--- config.mk ---
export PLATFORM = sky130hd
export DESIGN_NAME = frt_rsp_reg
export DESIGN_NICKNAME = d
export VERILOG_FILES = /design/src/rtl/core/frt_pkg.sv /design/src/rtl/core/frt_rsp_reg.sv
export SDC_FILE = /design/constraint.sdc
export NUM_CORES = 1
export LEC_CHECK = 0
export BUFFER_PORTS_ARGS = -buffer_cell sky130_fd_sc_hd__buf_2
export CAP_MARGIN = 20
export CORE_ASPECT_RATIO = 1.75
export CORE_MARGIN = 4
export CORE_UTILIZATION = 35
export DETAILED_ROUTE_END_ITERATION = 16
export PLACE_DENSITY = 0.73
export SLEW_MARGIN = 20
export SYNTH_ARGS = -nofsm -noshare
export SYNTH_HDL_FRONTEND = slang
export SYNTH_SLANG_ARGS = --single-unit
--- constraint.sdc ---
create_clock -name clock -period 1.2 [get_ports clock]
set_input_delay 0.24 -clock clock [delete_from_list [all_inputs] [get_ports clock]]
set_output_delay 0.24 -clock clock [all_outputs]
set_load 0.05 [all_outputs]
--- src/rtl/core/frt_pkg.sv ---
`timescale 1ns / 1ps
`default_nettype none
package frt_pkg;

   // Default sizing
   localparam int SLOTS_DEF         = 8;
   localparam int MAX_FRAGMENTS_DEF = 64;

   // Register reset values
   localparam logic [23:0] BUDGET_RST  = 24'd4194304;
   localparam logic [15:0] TIMEOUT_RST = 16'd1000;

   // Register indexes
   localparam logic [7:0] CSR_BUDGET  = 8'd0;
   localparam logic [7:0] CSR_TIMEOUT = 8'd1;

   // Item kinds
   localparam logic CMD_FRAG = 1'b0;
   localparam logic CMD_TICK = 1'b1;

   // Result status codes
   localparam logic [2:0] ST_TICK     = 3'd0;
   localparam logic [2:0] ST_REJECT   = 3'd1;
   localparam logic [2:0] ST_PENDING  = 3'd2;
   localparam logic [2:0] ST_CONFLICT = 3'd3;
   localparam logic [2:0] ST_NOSPACE  = 3'd4;
   localparam logic [2:0] ST_COMPLETE = 3'd5;

   typedef struct packed {
      logic        cmd;
      logic        header_ok;
      logic [31:0] src_addr;
      logic [15:0] src_port;
      logic [15:0] sequence_req;
      logic [15:0] frag_num;
      logic [31:0] whole_size;
      logic [15:0] declared_size;
      logic [15:0] payload_len;
      logic [31:0] payload_digest;
   } item_type;

   typedef struct packed {
      logic [2:0]  status;
      logic [2:0]  slot_index;
      logic [23:0] message_size;
      logic [6:0]  frag_tally;
   } res_type;

   typedef struct packed {
      logic [23:0] reassembly_budget;
      logic [15:0] fragment_timeout;
   } cfg_type;

endpackage
`default_nettype wire

--- src/rtl/core/frt_rsp_reg.sv ---
`timescale 1ns / 1ps
`default_nettype none
module frt_rsp_reg (
   input  wire logic              clock,
   input  wire logic              reset,
   input  wire logic              in_valid,
   output logic                   in_ready,
   input  wire frt_pkg::res_type  in_res,
   output logic                   out_valid,
   input  wire logic              out_ready,
   output frt_pkg::res_type       out_res
);

   logic             full_ff, full_in;
   frt_pkg::res_type data_ff;

   assign in_ready  = !full_ff || out_ready;
   assign out_valid = full_ff;
   assign out_res   = data_ff;

   // Occupancy
   always_comb begin
      full_in = full_ff;
      if (out_ready) full_in = 1'b0;
      if (in_valid && in_ready) full_in = 1'b1;
   end

   always_ff @(posedge clock) begin
      if (reset) full_ff <= 1'b0;
      else full_ff <= full_in;
   end

   // Payload, no reset
   always_ff @(posedge clock) begin
      if (in_valid && in_ready) data_ff <= in_res;
   end

endmodule
`default_nettype wire

==> reports/metrics.cfg <==
[routing]
wire_per_inst_um=13.71
final_antenna_net_count=0
first_iter_violations=10
dr_total_vias=724
viasPerCell=4.137
routed_wl_um=2399
drcViolationCount=0
drt_first_pass_iters=2

[setup_path]
worst_setup_path_end_kind=output port
cp_max_fo=1
crit_buf_inv=1
reg2reg_from=out_valid
path_class=reg2out
worst-r2r-setup-slack_ns=0.14
r2r-end=out_res[29]
cp_slowest_cell=edfxtp_1
critical_path.top_delay_family=flip-flops
rr_worst_depth=3
cpPeakStageDelay_ns=0.39
cp-start-kind=register
cp.arrival_ns=0.90
crit_chain=buf_2
cp.required_ns=0.96

[die]
io_pins=80
initial_core_util_pct=36.72
fp.dieH_um=84.36
die_area_sq_um=4356
die_w_um=51.64
core_sq_um=3176
row_count=27

[global_routing]
grt_overflow=0
grt_pass1_wl_um=3608
antenna_found_initial=0
grt_max_degree=17
grt_pass1_vias=793
grtUsageTotal_pct=11.88

[place]
io_buffers=79
placed_cells=167
gp_congestion=0.6336

[cts]
post_cts_resized=1
post_cts_buffers=0
cts_tree=done
htree_levels=2
cts_hold_buffers=0
cts_max_path_buffers=2
root_buffer=clkbuf_8
numCtsBuffers=5
insertion_delay_ns=0.28
cts.sinks=38
cts.clk_slew.worst_paths_ns=0.07

[sta]
min_period_over_period_pct=95.10
slew_headroom_pct=82.72
tightest_slew_ns=0.2610
maxSlewViolCount=0
skew_ns=0.005564
max_freq_mhz=876.3
rsz0062_at_grt=no
hold_slack_ns=0.1072
min_period_ns=1.141
setup_viol=0
hold_viol_final=0

[final_layout]
layout.cells.most_common_list=buf_2, edfxtp_1, clkbuf_8, buf_12
nNetsFinal=172
n_antenna_cell=0
area_delta_synth_final_pct=51.50
drive_gt1_share_pct=70.45
fillCellCount=313
layout.cells.non_filler=175
final_common_cell=buf_2

[power]
pwr_density_cell_nw_per_um2=1607
power.static_leakage_nw=0.7670
irDropWorstVdd_uv=826.2

[min_path]
hold_path_end=out_valid
whs_path_depth=2
worstHoldPathType=in2reg
hold_start=reset

[yosys]
netlist_top_cells_area=edfxtp_1, dfxtp_1, nand2b_4
syn_inst=42
avgSynthCellArea_sq_um=27.76
synth_cell_type_count=6
ys_seq_area_share_pct=97.00
syn_nets=83
synth_area_sq_um=1166
ys_warn_count=0
yosys.area.top_type_share_pct=95.28
ys_ff_latch=38
synth_top_cell_by_area=edfxtp_1

[outcome]
status=finished clean

[job]
maxCapViolCount=0

==> per-stage QoR <==
step	setup WS, ns	TNS [ns]	area [sq um]	util [%]	total power [W]
final	0.05886	0	1767	55.63	0.002839
after global routing	0.02730	0	1767	55.63	0.002953
after CTS	0.05027	0	1767	55.63	0.002882
after detailed placement	0.1124	0	1679	52.88	0.002075
after global placement	0.1275	0	1679	52.88	0.002062
after floorplan	-0.1372	-5.076	1170	-	0.001901
==> power breakdown <==
part           leakage [nW]  internal, W  switching, W
sequential            0.367      0.00155     0.0000188
clock                0.0416     0.000396      0.000402
combinational         0.359     0.000127      0.000347
==> Yosys cell counts <==
master     n
a21oi_2    1
and2_4     1
dfxtp_1    1
edfxtp_1  37
inv_1      1
nand2b_4   1
==> layout make-up <==
cell class	instances	area, sq um	area share (%)
Tap cell	43	53.80	3.045
Multi-Input combinational cell	3	31.28	1.771
Sequential cell	38	1135	64.24
Clock inverter	3	16.27	0.9207
Inverter	1	3.754	0.2125
Clock buffer	5	68.82	3.895
Timing Repair Buffer	82	457.9	25.92
==> worst max path at each step <==
stage | startpoint | endpoint | slack (ns) | cells after the start
floorplan | out_valid | out_res[0] | -0.14 | 2
global placement | out_ready | out_res[1] | 0.13 | 4
detailed placement | out_ready | out_res[4] | 0.11 | 4
CTS | out_valid | in_ready | 0.05 | 2
global route | out_valid | in_ready | 0.03 | 2
finish | out_res[16] | out_res[16] | 0.06 | 1
==> per-layer routing <==
metal	GRT usage (%)	wire length [um]	vias to the layer above	part of all wire (%)
li1	-	-	341	-
met1	8.690	658	333	27
met2	22.27	1413	42	59
met3	5.861	263	8	11
met4	7.160	63	0	2.6
met5	0	0	-	0
==> kinds of logic after synthesis <==
logic type	share of synthesized area, %
buffers and inverters	0.3216
AND/OR/NAND/NOR	1.931
AO/OA/AOI/OAI	0.7512
flip-flops	97.00
==> sequential cells by signal, summed over array words and instances, names as in the netlist <==
signal,flops
out_res,37
out_valid,1
No activity file was read; power rests on OpenSTA's default activity.
