<file path="src/rtl/core/frt_pkg.sv">
`timescale 1ns / 1ps
`default_nettype none
package frt_pkg;

   // Default sizing
   localparam int SLOTS_DEF         = 8;
   localparam int MAX_FRAGMENTS_DEF = 64;

   // Register reset values
   localparam logic [23:0] BUDGET_RST  = 24'd4194304;
   localparam logic [15:0] TIMEOUT_RST = 16'd1000;

   // Register indexes
   localparam logic [7:0] CSR_BUDGET  = 8'd0;
   localparam logic [7:0] CSR_TIMEOUT = 8'd1;

   // Item kinds
   localparam logic CMD_FRAG = 1'b0;
   localparam logic CMD_TICK = 1'b1;

   // Result status codes
   localparam logic [2:0] ST_TICK     = 3'd0;
   localparam logic [2:0] ST_REJECT   = 3'd1;
   localparam logic [2:0] ST_PENDING  = 3'd2;
   localparam logic [2:0] ST_CONFLICT = 3'd3;
   localparam logic [2:0] ST_NOSPACE  = 3'd4;
   localparam logic [2:0] ST_COMPLETE = 3'd5;

   typedef struct packed {
      logic        cmd;
      logic        header_ok;
      logic [31:0] src_addr;
      logic [15:0] src_port;
      logic [15:0] sequence_req;
      logic [15:0] frag_num;
      logic [31:0] whole_size;
      logic [15:0] declared_size;
      logic [15:0] payload_len;
      logic [31:0] payload_digest;
   } item_type;

   typedef struct packed {
      logic [2:0]  status;
      logic [2:0]  slot_index;
      logic [23:0] message_size;
      logic [6:0]  frag_tally;
   } res_type;

   typedef struct packed {
      logic [23:0] reassembly_budget;
      logic [15:0] fragment_timeout;
   } cfg_type;

endpackage
`default_nettype wire

</file>
<file path="src/rtl/core/frt_csr.sv">
`timescale 1ns / 1ps
`default_nettype none
module frt_csr (
   input  wire logic              clock,
   input  wire logic              reset,
   input  wire logic              csr_valid,
   output logic                   csr_ready,
   input  wire logic [7:0]        csr_index,
   input  wire logic [31:0]       csr_data,
   output frt_pkg::cfg_type       cfg
);

   frt_pkg::cfg_type cfg_ff, cfg_in;

   // Writes are always taken
   assign csr_ready = 1'b1;
   assign cfg       = cfg_ff;

   always_comb begin
      cfg_in = cfg_ff;
      if (csr_valid) begin
         case (csr_index)
            frt_pkg::CSR_BUDGET:  cfg_in.reassembly_budget = csr_data[23:0];
            frt_pkg::CSR_TIMEOUT: cfg_in.fragment_timeout  = csr_data[15:0];
            default: ;
         endcase
      end
   end

   always_ff @(posedge clock) begin
      if (reset) begin
         cfg_ff.reassembly_budget <= frt_pkg::BUDGET_RST;
         cfg_ff.fragment_timeout  <= frt_pkg::TIMEOUT_RST;
      end else begin
         cfg_ff <= cfg_in;
      end
   end

endmodule
`default_nettype wire

</file>
<file path="config.mk">
export PLATFORM = sky130hd
export DESIGN_NAME = frt_csr
export DESIGN_NICKNAME = d
export VERILOG_FILES = /design/src/rtl/core/frt_pkg.sv /design/src/rtl/core/frt_csr.sv
export SDC_FILE = /design/constraint.sdc
export NUM_CORES = 1
export LEC_CHECK = 0
export ABC_CLOCK_PERIOD_IN_PS = 4600
export BUFFER_PORTS_ARGS = -buffer_cell sky130_fd_sc_hd__buf_4
export CELL_PAD_IN_SITES_DETAIL_PLACEMENT = 2
export CELL_PAD_IN_SITES_GLOBAL_PLACEMENT = 2
export CORE_ASPECT_RATIO = 1.5
export CORE_MARGIN = 8
export CORE_UTILIZATION = 28
export CTS_CLUSTER_SIZE = 14
export DETAILED_ROUTE_END_ITERATION = 8
export PLACE_DENSITY = 0.81
export SYNTH_ARGS = -nofsm -noshare
export SYNTH_HDL_FRONTEND = slang
export SYNTH_SLANG_ARGS = --single-unit
export TNS_END_PERCENT = 100
</file>
<file path="constraint.sdc">
create_clock -name clock -period 4.6 [get_ports clock]
set_input_delay 1.15 -clock clock [delete_from_list [all_inputs] [get_ports clock]]
set_output_delay 1.15 -clock clock [all_outputs]
set_load 0.005 [all_outputs]
</file>
==> flow_summary.yaml <==
flow_run:
  maxCapViolations: 0
cells_and_area:
  antennaDiodeCount: 0
  multi_input_area_um2: 887
  nFillCells: 671
  seqCellArea_um2: 801
  largest_reg_flops: 40
  fin_cells: 312
  area_delta_synth_final_pct: 40.3
  fin_nets: 281
  drive_gt1_share_pct: 35.7
setup_path:
  r2r_start: "cfg[17]$_SDFFE_PP0P_"
  cp-start-kind: "primary input"
  crit_path_max_incr_delay_ps: 830
  cp_slowest_cell: "or4b_1"
  critPathMaxFanout: 14
  crit_family: "simple AND/OR/NAND/NOR gates"
  crit_chain: "buf_4 -> or4b_1 -> nor3_4 -> mux2i_1"
  required_ps: 4810
  crit_type: "in2reg"
  arrival_ps: 3140
  endpoint_kind: "flop"
  crit_path_start: "csr_index[6]"
  critPathBufInv: 1
synth:
  syn-num-nets: 218
  ys_ff_latch: 40
  synthCells: 175
  syn_avg_cell_area_um2: 10.0
  synth.distinct_cells: 18
  synth_area_um2: 1760
  seq_area_frac_synth_pct: 45.6
  ys_warn_count: 0
global_routing:
  gr-usage-all-layers_pct: 12.0
  overflow: 0
  antenna_found_initial: 0
  grt_max_degree: 58
  grt_pass1_wl_um: 8670
  grt_pass1_vias: 1762
power:
  peakVddDrop_v: 0.000125
  p_int_mw: 0.588
  finalPower_mw: 0.737
  leakage_nw: 1.07
  pwr-share-comb_pct: 7.4
  seq_power_share_pct: 47.0
  clkPwrFrac_pct: 45.6
  p_sw_mw: 0.148
  power_density_nw_per_um2: 299
  netSwitchingFraction_pct: 20.1
clock_network:
  clockBufferDepth: 2
  insertion_delay_ps: 290
  cts-root-buf: "clkbuf_8"
  cts_max_level: 2
  cts_resized: 0
  cts.hold.buffers_added: 0
  cts_tree: "built"
  cts_setup_buffers: 0
  clk_pin_slew_ps: 80
  cts_made_buffers: 5
  cts_sinks: 40
floorplan:
  die_y_um: 113
  rows: 35
  ios: 84
  die_x_um: 80.7
  core-area_um2: 6090
  start_util_pct: 28.9
  die_area_um2: 9120
timing:
  hold_violations: 0
  maxSlewViolCount: 0
  rsz0062_at_grt: "false"
  worst_slew_margin_rel_pct: 38.8
  clock.fmax_mhz: 341
  setup_tns_ps: 0
  worst_slew_pin_slew_ps: 911
  fin_crit_sh_pct: 63.7
  min_period_ps: 2930
  setup_viol: 0
  timing.final.ws_setup_ps: 1670
  finClkSkew_ps: 0
placed_design:
  gp_congestion: 0.655
  numPortBuffers: 74
  pre_cts_ws_ps: 1280
  hpwl_um: 4040
  placedCellCount: 305
detailed_routing:
  vias_per_cell: 4.92
  detail_route.wl_per_cell_um: 17.5
  drtIter0Drc: 42
  drc: 0
  antenna_left: 0
  num_vias: 1535
  first_pass_iters: 3
  drt-total-wl_um: 5450
outcome:
  run_status: "finished, final reports clean"
worst_hold_path:
  hp-class: "reg2reg"
  worstHoldStart: "cfg[37]$_SDFFE_PP0P_"
## synth_stat cells
cell,n,area [µm²]
buf_6,1,11.3
clkbuf_1,12,45.0
conb_1,1,3.75
nand2b_1,30,188
or4_1,1,7.51
nand3_4,1,17.5
mux2i_1,27,270
nor4b_2,1,15.0
nor3_4,1,16.3
nor4_2,1,12.5
buf_4,2,15.0
dfxtp_1,40,801
nand4b_1,13,114
a21oi_1,13,65.1
buf_2,3,15.0
nor2_1,14,52.6
or4b_1,1,10.0
o31ai_1,13,97.6
## layout make-up
class | count | share of cell area [%]
clock buffers | 5 | 2.79
clock inverters | 2 | 2.44
multi-input cells | 117 | 36.0
flip-flops and latches | 40 | 32.5
well taps | 74 | 3.76
repair buffers | 74 | 22.5
## layout by cell type (no fill, tap or decap)
cell type,synthesis,routed
a21oi_1,13,13
nand4b_1,13,13
nor4_4,0,1
mux2i_1,27,27
conb_1,1,1
nand2b_1,30,30
dfxtp_1,40,40
nor2_1,14,14
nand3_4,1,1
nor4b_4,0,1
bufinv_16,0,2
or4_1,1,1
clkbuf_8,0,5
buf_4,2,74
nor3_4,1,1
or4b_1,1,1
o31ai_1,13,13
## power groups by stage
stage | clock [mW] | combinational (mW) | sequential [mW]
floorplan | 0 | 0.0246 | 0.355
detailed placement | 0 | 0.0557 | 0.355
global placement | 0 | 0.0546 | 0.355
global route | 0.363 | 0.0591 | 0.347
finish | 0.336 | 0.0544 | 0.347
CTS | 0.349 | 0.0559 | 0.347
## worst paths after layout
path	depth (start not counted)	slack, ps	endpoint
max	4	1670	cfg[17]$_SDFFE_PP0P_
min	2	480	cfg[37]$_SDFFE_PP0P_
max reg2reg	2	3910	cfg[17]$_SDFFE_PP0P_
min reg2reg	2	480	cfg[37]$_SDFFE_PP0P_
## cell families after synthesis
group,synth area share (%)
AO/OA/AOI/OAI,9.26
buffers and inverters,4.91
flip-flops,45.6
multiplexers,15.4
other,0.213
AND/OR/NAND/NOR,24.6
## layer usage
metal  routed length [µm]  global-route usage [%]  vias up  share of wire (%)
met1                 1980                    11.4      747                 36
met3                  534                    5.87        2                9.8
met2                 2900                    21.6       48                 53
li1                     -                       -      738                  -
met5                    0                       0        -                  0
met4                   29                    3.59        0               0.53
## worst min-delay path, cell delays in order, from the launching register on
cell and delay (ps):
dfxtp_1 310, o31ai_1 60, a21oi_1 60
## metrics by stage
step	hold WS [ps]	util, %	instance area, µm²
final	476	40.5	2460
after global routing	499	40.5	2460
after CTS	482	40.5	2460
after detailed placement	471	38.4	2340
after global placement	456	38.4	2340
after floorplan	465	-	1760
(Power assumes the default switching activity.)
